===== src/hdl/lplmac_pkg.sv =====
// Package: shared types and codes for the low power listening MAC controller.
package lplmac_pkg;

  localparam int unsigned CfgWidth = 32;
  localparam int unsigned CfgIndexWidth = 2;

  typedef enum logic [2:0] {
    KIND_TICK        = 3'd0,
    KIND_CCA_BUSY    = 3'd1,
    KIND_CCA_CLEAR   = 3'd2,
    KIND_SENDING     = 3'd3,
    KIND_FINISHED    = 3'd4,
    KIND_SEND_FAILED = 3'd5,
    KIND_FRAME       = 3'd6,
    KIND_RESTART     = 3'd7
  } kind_e;

  typedef enum logic [1:0] {
    CFG_SLEEP_TICKS  = 2'd0,
    CFG_LISTEN_TICKS = 2'd1,
    CFG_SELF_ADDR    = 2'd2,
    CFG_BCAST_ADDR   = 2'd3
  } cfg_index_e;

  typedef enum logic [1:0] {
    SND_NONE    = 2'd0,
    SND_OKAY    = 2'd1,
    SND_DONT    = 2'd2
  } sender_cmd_e;

  typedef enum logic [1:0] {
    RADIO_NONE     = 2'd0,
    RADIO_SLEEP    = 2'd1,
    RADIO_TRANSMIT = 2'd2
  } radio_cmd_e;

  typedef enum logic [1:0] {
    NOTICE_NONE   = 2'd0,
    NOTICE_ACKED  = 2'd1,
    NOTICE_FAILED = 2'd2
  } notice_e;

  typedef struct packed {
    logic [2:0]  kind;
    logic [15:0] dest_address;
    logic [15:0] src_address;
    logic        frame_is_ack;
    logic        is_duplicate;
  } in_word_t;

  typedef struct packed {
    logic [2:0]  mac_state;
    logic        cca_start;
    logic [1:0]  sender_cmd;
    logic [1:0]  radio_cmd;
    logic        ack_send;
    logic [15:0] ack_dest;
    logic [15:0] ack_seq;
    logic        deliver_up;
    logic [1:0]  net_notice;
    logic [15:0] notice_node;
    logic        idle_listen_event;
    logic        protocol_error;
  } out_word_t;

endpackage


===== src/hdl/low_power_listening_mac_controller_core.sv =====
// Top level: duty-cycle MAC controller with event input, registered result and skid stage.
//
//   channel | direction | signals                                    | handshake
//   --------+-----------+--------------------------------------------+-------------------
//   event   | in        | in_valid_i, in_stall_o, in_word_i          | valid & !stall
//   result  | out       | out_valid_o, out_stall_i, out_word_o       | valid & !stall
//   config  | in        | cfg_we_i, cfg_index_i, cfg_data_i          | write enable
//
// One event word is accepted per cycle while in_stall_o is low; its result word is registered in out_q.
// Protocol state is updated at the accept edge, so events chain back to back.
// A skid stage holds one result while the output is stalled; in_stall_o rises
// only when both the output register and the skid stage are full.
// Reset returns the protocol to startup and loads the default configuration.
module low_power_listening_mac_controller_core (
  input  logic                                 clk_i,
  input  logic                                 rst_ni,
  input  logic                                 cfg_we_i,
  input  logic [lplmac_pkg::CfgIndexWidth-1:0] cfg_index_i,
  input  logic [lplmac_pkg::CfgWidth-1:0]      cfg_data_i,
  input  logic                                 in_valid_i,
  output logic                                 in_stall_o,
  input  lplmac_pkg::in_word_t                 in_word_i,
  output logic                                 out_valid_o,
  input  logic                                 out_stall_i,
  output lplmac_pkg::out_word_t                out_word_o
);
  import lplmac_pkg::*;

  typedef enum logic [2:0] {
    ST_STARTUP    = 3'd0,
    ST_POLLING    = 3'd1,
    ST_LISTENING  = 3'd2,
    ST_WAIT_SEND  = 3'd3,
    ST_SLEEPING   = 3'd4,
    ST_WAIT_SLEEP = 3'd5
  } state_e;

  logic [31:0] sleep_ticks_q;
  logic [31:0] listen_ticks_q;
  logic [15:0] self_addr_q;
  logic [15:0] bcast_addr_q;

  state_e      state_q, state_d;
  logic [31:0] sleep_left_q, sleep_left_d;
  logic [31:0] listen_left_q, listen_left_d;
  logic        sleep_paused_q, sleep_paused_d;
  logic        idle_flag_q, idle_flag_d;
  logic [15:0] ack_seq_q, ack_seq_d;

  out_word_t   res;
  out_word_t   out_q;
  out_word_t   skid_q;
  logic        out_valid_q;
  logic        skid_valid_q;
  logic        accept;
  logic        take;

  assign accept      = in_valid_i && !skid_valid_q;
  assign take        = out_valid_q && !out_stall_i;
  assign in_stall_o  = skid_valid_q;
  assign out_valid_o = out_valid_q;
  assign out_word_o  = out_q;

  // configuration registers
  always_ff @(posedge clk_i or negedge rst_ni) begin
    if (!rst_ni) begin
      sleep_ticks_q  <= 32'd1000;
      listen_ticks_q <= 32'd100;
      self_addr_q    <= 16'd0;
      bcast_addr_q   <= 16'hFFFF;
    end else if (cfg_we_i) begin
      unique case (cfg_index_e'(cfg_index_i))
        CFG_SLEEP_TICKS:  sleep_ticks_q  <= cfg_data_i;
        CFG_LISTEN_TICKS: listen_ticks_q <= cfg_data_i;
        CFG_SELF_ADDR:    self_addr_q    <= cfg_data_i[15:0];
        CFG_BCAST_ADDR:   bcast_addr_q   <= cfg_data_i[15:0];
        default: ;
      endcase
    end
  end

  // event decode: next protocol state and result word
  always_comb begin
    state_d        = state_q;
    sleep_left_d   = sleep_left_q;
    listen_left_d  = listen_left_q;
    sleep_paused_d = sleep_paused_q;
    idle_flag_d    = idle_flag_q;
    ack_seq_d      = ack_seq_q;
    res            = '0;

    unique case (kind_e'(in_word_i.kind))
      KIND_TICK: begin
        if (state_q == ST_SLEEPING) begin
          if (sleep_left_q <= 32'd1) begin
            sleep_left_d   = '0;
            res.sender_cmd = SND_DONT;
            state_d        = ST_POLLING;
            res.cca_start  = 1'b1;
          end else begin
            sleep_left_d = sleep_left_q - 32'd1;
          end
        end else if (state_q == ST_LISTENING) begin
          if (listen_left_q <= 32'd1) begin
            listen_left_d         = '0;
            res.idle_listen_event = idle_flag_q;
            state_d               = ST_WAIT_SEND;
            res.sender_cmd        = SND_OKAY;
          end else begin
            listen_left_d = listen_left_q - 32'd1;
          end
        end
      end
      KIND_CCA_BUSY: begin
        if (state_q == ST_POLLING) begin
          state_d       = ST_LISTENING;
          listen_left_d = listen_ticks_q;
          idle_flag_d   = 1'b1;
        end else begin
          res.protocol_error = 1'b1;
        end
      end
      KIND_CCA_CLEAR: begin
        if (state_q == ST_POLLING || state_q == ST_LISTENING) begin
          listen_left_d  = '0;
          state_d        = ST_WAIT_SEND;
          res.sender_cmd = SND_OKAY;
        end else begin
          res.protocol_error = 1'b1;
        end
      end
      KIND_SENDING: begin
        // pause the sleep countdown; other states ignore this event
        if (state_q == ST_SLEEPING) begin
          sleep_paused_d = 1'b1;
          state_d        = ST_WAIT_SLEEP;
        end
      end
      KIND_FINISHED: begin
        if (state_q == ST_WAIT_SLEEP && sleep_paused_q) begin
          sleep_paused_d = 1'b0;
          state_d        = ST_SLEEPING;
          res.radio_cmd  = RADIO_SLEEP;
        end else if (state_q == ST_WAIT_SEND) begin
          sleep_left_d  = sleep_ticks_q;
          state_d       = ST_SLEEPING;
          res.radio_cmd = RADIO_SLEEP;
        end else begin
          res.protocol_error = 1'b1;
        end
      end
      KIND_SEND_FAILED: begin
        res.net_notice  = NOTICE_FAILED;
        res.notice_node = in_word_i.dest_address;
      end
      KIND_FRAME: begin
        // drop frames while the radio sleeps
        if (state_q != ST_SLEEPING) begin
          if (in_word_i.dest_address == bcast_addr_q) begin
            res.deliver_up = !in_word_i.is_duplicate;
          end else if (in_word_i.dest_address != self_addr_q) begin
            res.deliver_up = !in_word_i.frame_is_ack && !in_word_i.is_duplicate;
          end else if (!in_word_i.frame_is_ack) begin
            idle_flag_d    = 1'b0;
            res.ack_send   = 1'b1;
            res.ack_dest   = in_word_i.src_address;
            res.ack_seq    = ack_seq_q;
            ack_seq_d      = ack_seq_q + 16'd1;
            res.radio_cmd  = RADIO_TRANSMIT;
            res.deliver_up = !in_word_i.is_duplicate;
          end else begin
            res.net_notice  = NOTICE_ACKED;
            res.notice_node = in_word_i.src_address;
          end
        end
      end
      KIND_RESTART: begin
        // clear run state but keep the ACK sequence
        sleep_left_d   = '0;
        listen_left_d  = '0;
        sleep_paused_d = 1'b0;
        idle_flag_d    = 1'b1;
        state_d        = ST_POLLING;
        res.cca_start  = 1'b1;
      end
      default: ;
    endcase

    res.mac_state = state_d;
  end

  always_ff @(posedge clk_i or negedge rst_ni) begin
    if (!rst_ni) begin
      state_q        <= ST_STARTUP;
      sleep_left_q   <= '0;
      listen_left_q  <= '0;
      sleep_paused_q <= 1'b0;
      idle_flag_q    <= 1'b1;
      ack_seq_q      <= '0;
    end else if (accept) begin
      state_q        <= state_d;
      sleep_left_q   <= sleep_left_d;
      listen_left_q  <= listen_left_d;
      sleep_paused_q <= sleep_paused_d;
      idle_flag_q    <= idle_flag_d;
      ack_seq_q      <= ack_seq_d;
    end
  end

  // output register with one-word skid stage
  always_ff @(posedge clk_i or negedge rst_ni) begin
    if (!rst_ni) begin
      out_valid_q  <= 1'b0;
      skid_valid_q <= 1'b0;
    end else if (take || !out_valid_q) begin
      if (skid_valid_q) begin
        skid_valid_q <= 1'b0;
      end else begin
        out_valid_q <= accept;
      end
    end else if (accept) begin
      skid_valid_q <= 1'b1;
    end
  end

  always_ff @(posedge clk_i) begin
    if (take || !out_valid_q) begin
      if (skid_valid_q) begin
        out_q <= skid_q;
      end else if (accept) begin
        out_q <= res;
      end
    end else if (accept) begin
      skid_q <= res;
    end
  end

endmodule

===== config.mk =====
export PLATFORM = sky130hd
export DESIGN_NAME = low_power_listening_mac_controller_core
export DESIGN_NICKNAME = d
export VERILOG_FILES = /design/src/hdl/lplmac_pkg.sv /design/src/hdl/low_power_listening_mac_controller_core.sv
export SDC_FILE = /design/constraint.sdc
export NUM_CORES = 1
export LEC_CHECK = 0
export BUFFER_PORTS_ARGS = -buffer_cell sky130_fd_sc_hd__buf_4
export CAP_MARGIN = 25
export CORE_MARGIN = 10
export CORE_UTILIZATION = 60
export CTS_BUF_LIST = sky130_fd_sc_hd__clkbuf_16
export DETAILED_ROUTE_END_ITERATION = 8
export GPL_TIMING_DRIVEN = 0
export PLACE_DENSITY_LB_ADDON = 0.08
export SYNTH_ARGS = -nofsm -noshare
export SYNTH_HDL_FRONTEND = slang
export SYNTH_SLANG_ARGS = --single-unit
export TNS_END_PERCENT = 10

===== constraint.sdc =====
create_clock -name clk_i -period 5.2 [get_ports clk_i]
set_input_delay 0.26 -clock clk_i [delete_from_list [all_inputs] [get_ports clk_i]]
set_output_delay 0.26 -clock clk_i [all_outputs]
set_load 0.02 [all_outputs]

## After elaboration in Yosys (flattened, before gate mapping)

Index checks and enable logic that the tools add are counted.
W data, S select, Z words.

- Logic and storage cells: 173
- Flip-flop bits (word level): 307
- Output and inout bits: 64

- $add $sub $neg: 3
- Bitwise logic cells: 5
- Equality and inequality tests: 31
- $lt $le $gt $ge: 2
- Multiplexer cells: 65
- Reductions and logical operators: 31

Operators with widths:

| cell | number |
|---|---|
| $mux W32 | 9 |
| $pmux W32 S4 | 1 |
| $mux W62 | 2 |
| $pmux W32 S3 | 1 |
| $mux W35 | 2 |
| $le A32 B1 Y1 const B | 2 |
| $sub A32 B1 Y32 const B | 2 |
| $mux W54 | 1 |
| $mux W18 | 2 |
| $mux W36 | 1 |
| $pmux W18 S2 | 1 |
| $mux W34 | 1 |
| $mux W3 | 10 |
| $ne A2 B2 Y1 const B | 13 |
| $mux W1 | 24 |
| $eq A3 B3 Y1 const B | 6 |
| $pmux W3 S6 | 1 |
| $mux W17 | 1 |
| $add A16 B1 Y16 const B | 1 |
| $eq A16 B16 Y1 | 1 |
| $ne A16 B16 Y1 | 1 |
| $reduce_and A2 Y1 | 7 |
| $eq A3 B2 Y1 const B | 4 |
| $reduce_and A6 Y1 | 2 |
| 20 further kinds | 41 |

## Logic depth before layout (Yosys ltp)

- Depth in word-level cells: 8
- Mapped depth: 10
- Mapped depth without buffers: 8

## Worst setup path after synthesis

Ideal clock, no wire load.

- Kind: register to register
- From: register skid_valid_q (netlist: in_stall_o)
- To: register out_q (netlist bit out_word_o[0]) (enable)
- Cell stages (with the launch flop): 6
- Data arrival time: 4.366 ns
- Data required time: 4.698 ns
- Library setup time: 0.502 ns
- Path slack: 0.331 ns
- Clock period less this slack: 4.869 ns
- Cell sequence: dfrtp_1 -> clkbuf_1 -> clkbuf_1 -> clkbuf_1 -> nor2_1 -> a21oi_1

- Word-level cells in the longest chain between the ends: 4

RTL lines:

| element | RTL line | RTL |
|---|---|---|
| start, declared | low_power_listening_mac_controller_core.sv:54 | `logic skid_valid_q;` |
| start signal, assigned | low_power_listening_mac_controller_core.sv:214 | `skid_valid_q <= 1'b0;` |
| start signal, assigned | low_power_listening_mac_controller_core.sv:217 | `skid_valid_q <= 1'b0;` |
| start signal, assigned | low_power_listening_mac_controller_core.sv:222 | `skid_valid_q <= 1'b1;` |
| $logic_not A1 Y1 | low_power_listening_mac_controller_core.sv:58 | `assign accept = in_valid_i && !skid_valid_q;` |
| $logic_and A1 B1 Y1 | low_power_listening_mac_controller_core.sv:58 |  |
| $reduce_bool A2 Y1 (no source line) * | n/a |  |
| $reduce_and A2 Y1 (no source line) * | n/a |  |
| end signal, assigned | low_power_listening_mac_controller_core.sv:229 | `out_q <= skid_q;` |
| end signal, assigned | low_power_listening_mac_controller_core.sv:231 | `out_q <= res;` |
| end, declared | low_power_listening_mac_controller_core.sv:51 | `out_word_t out_q;` |

Every way passes the cells marked *; elsewhere a longest branch is shown, timed or not.
A chain may end at the register's enable or synchronous reset.

## Worst setup path in the final report

- From: register listen_left_q[10]
- To: register listen_left_q[22]

- Word-level cells in the longest chain between the ends: 5
- Elaborated cells on any way between the ends: 6
- Those cells by class: 1 x add/sub; 1 x order compare; 4 x mux

RTL lines:

| element | RTL line | RTL |
|---|---|---|
| start, declared | low_power_listening_mac_controller_core.sv:45 | `logic [31:0] listen_left_q, listen_left_d;` |
| start signal, assigned | low_power_listening_mac_controller_core.sv:203 | `listen_left_q <= listen_left_d;` |
| $sub A32 B1 Y32 or $le A32 B1 Y1 (tied branches) | low_power_listening_mac_controller_core.sv:110, low_power_listening_mac_controller_core.sv:104 |  |
| $mux W32 * | low_power_listening_mac_controller_core.sv:104 | `if (listen_left_q <= 32'd1) begin` |
| $mux W32 * | low_power_listening_mac_controller_core.sv:103 | `end else if (state_q == ST_LISTENING) begin` |
| $mux W32 * | low_power_listening_mac_controller_core.sv:94 | `if (state_q == ST_SLEEPING) begin` |
| $pmux W32 S4 * | low_power_listening_mac_controller_core.sv:92 | `unique case (kind_e'(in_word_i.kind))` |

Every way passes the cells marked *; elsewhere a longest branch is shown, timed or not. The select of a mux whose other input is x is not followed.

==> results.md <==
* Pwr Total at 7.02 mW
* Slew HR at 37.7%
* Initial DRC count at 1,123
* WS Path Type: register to register
* IO Port Bufs at 138
* Library cells used by synthesis at 70
* Row cnt at 56
* Final setup vio count at 0
* Root Buffer: clkbuf_16
* Routed WL per cell at 21.8 um
* Place WS at 2.08 ns
* Largest net degree at the start of global routing at 107
* Setup bufs post-CTS at 0
* Crit path max-delay cell type: nor4_1
* Syn nets at 1,337
* 1st-pass router iterations at 6
* H-tree depth at 1
* RSZ-0062 raised after global routing: false
* Resized Gates After CTS at 0
* Setup ws final at 1.94 ns
* CP Data Arrival Time at 3.66 ns
* Final Hold Violating Endpoints at 0
* Final WL at 39,400 um
* Most used cell, CP: o21ai_0
* Mapped Cells at 1,256
* Max frequency at 307 MHz
* DR vias/cell at 6.20
* Layout cell share with drive strength beyond 1 at 25.2%
* Final Util at 73.7%
* WHS at 0.0131 ns
* Number of enable flip-flop cells after synthesis at 124
* Worst EP required at 5.60 ns
* CP max stage delay at 0.76 ns
* Most common cell after layout, fill and taps aside: dfrtp_1
* Pwr per Cell Area at 402 nW/um2
* Nets@finish at 1,548
* Register area share after synthesis at 57.2%
* Die Ht at 176 um
* Worst Skew at 0.0151 ns
* Worst-margin pin slew at 0.926 ns
* Initial Utilization at 61.5%
* MaxCap Viol Count at 0
* Die area at 30,900 um2
* Vias in the first global route at 11,270
* Outcome: finished clean
* Core area at 23,700 um2
* Worst skew pair latency at 0.56 ns
* DRC viols at 0
* Area Overhead vs Synth at 19.9%
* Final period utilization at 62.7%
* Tmin final at 3.26 ns
* Die Wd at 176 um
* Final cell count without fillers at 1,810
* Clock Sinks at 307
* Critical path capture point type: register
* Initial antenna violation count at 0
* Dpl hpwl at 27,600 um
* Setup TNS at 0 ns
* Mapped Avg Cell Area at 11.6 um2
* Design Area, Final at 17,500 um2
* Post-route antenna net violation count at 0
* Pleak at 6.95 nW
* Most frequent cells in the layout: 157 x dfrtp_1, 140 x buf_4, 137 x mux2_2
* First-pass GRT wire length at 61,900 um
* Reg clk slew, reported paths at 0.06 ns
* DR vias at 11,222
* Final Max Slew Viols at 0
* Clk buf depth at 3
* Grt ovf at 0
* CP max FO at 10
* Synth Cell Area at 14,600 um2
* Diodes inserted at 0
* Crit-path cells: nor4_1 -> nand4b_1 -> o31ai_1 -> buf_2 -> clkbuf_1 -> a21oi_1 -> o21ai_0 -> o21ai_0
* Crit path launch type: register
* Top FF cell, synth: dfrtp_1
* Gpl congestion at 0.911
* CTS Buf Count at 31
* # IOs at 140
* Ys Warns at 0
* CTS tree: yes
* VDD IR max at 0.000343 V
* Placed Cells at 1,719
* Flops & latches, synth at 307
* GRT Total Usage at 24.8%
* Asr flop ratio synth at 59.6%
* Hold crit path type: input port to register
* DP Area at 16,200 um2
[critical path: cells and delay by family (launching register included)]
family	cells	cell delay [ns]
AOI/OAI and AO/OA	4	0.80
and+or+nand+nor	2	1.17
DFF	1	0.43
buffers and inverters	2	0.71
[area by class of cell]
cell class	count	area (um2)
Clock buffer	31	776
Clock inverter	26	194
Multi-Input combinational cell	858	5870
Inverter	20	75.1
Buffer	71	309
Sequential cell	307	8340
Tap cell	319	399
Timing Repair Buffer	178	1510
Fill cell	1684	6220
[layer usage]
metal / routed length [um] / GRT usage, % / vias to the layer above
met5: 0 / 0 / -
met4: 1050 / 7.95 / 0
met3: 3130 / 4.65 / 79
met2: 19100 / 41.2 / 542
met1: 16100 / 32.1 / 5518
li1: - / - / 5083
[power by group]
part	switching [mW]	leakage [nW]	total (mW)	internal [mW]
clock network	0.922	0.511	2.14	1.22
registers	0.353	3.42	3.32	2.97
logic	0.903	3.02	1.55	0.648
total	2.18	6.95	7.02	4.84
[cells by family after synthesis]
group | synth area share, %
AO/OA/AOI/OAI | 11.4
XOR/XNOR | 2.95
adder cells (fa/ha/maj) | 0.429
buffers and inverters | 2.64
flip-flops | 57.2
multiplexers | 10.8
AND/OR/NAND/NOR | 14.5
[cell usage after synthesis (all sizes together), types with 16 or more instances]
| master | count | area share, % |
|---|---|---|
| nand2 | 104 | 2.7 |
| nand4 | 19 | 0.82 |
| dfrtp | 157 | 27 |
| nor2 | 61 | 1.6 |
| edfxtp | 124 | 26 |
| a21oi | 76 | 2.6 |
| o2bb2ai | 19 | 1.1 |
| nor3 | 42 | 1.4 |
| nor2b | 22 | 0.94 |
| and2 | 38 | 1.6 |
| o21ai | 81 | 2.8 |
| dfstp | 26 | 4.7 |
| mux2 | 138 | 11 |
| a32oi | 16 | 0.96 |
| nand3 | 24 | 0.82 |
| xnor2 | 35 | 2.1 |
| clkbuf | 59 | 1.5 |
| inv | 20 | 0.52 |
| nor4 | 27 | 1.5 |
[timing repair]
item | 4_1_cts | 5_1_grt
hold buffers | 34 | 0
setup endpoints to repair | 0 | 0
endpoints found under the hold margin | 149 | 0
[sequential cells by signal, summed over array words and instances, names as in the netlist]
signal          flops
listen_ticks_q     32
out_valid_o         1
self_addr_q        16
idle_flag_q         1
skid_q             62
bcast_addr_q       16
listen_left_q      32
sleep_ticks_q      32
ack_seq_q          16
sleep_paused_q      1
in_stall_o          1
sleep_left_q       32
state_q             3
out_word_o         62
[worst paths after layout]
check / slack (ns) / cells past startpoint / endpoint / startpoint
hold reg to reg: 0.47 / 1 / ack_seq_q[15] / ack_seq_q[15]
setup reg to reg: 1.94 / 8 / listen_left_q[22] / listen_left_q[10]
min in group asynchronous: 0.26 / 2 / listen_left_q[13] / rst_ni
setup / recovery: 1.94 / 8 / listen_left_q[22] / listen_left_q[10]
max in group asynchronous: 4.01 / 3 / ack_seq_q[7] / rst_ni
hold / removal: 0.01 / 3 / skid_q[14] / in_word_i[14]
Power figures use the tool's default switching activity.
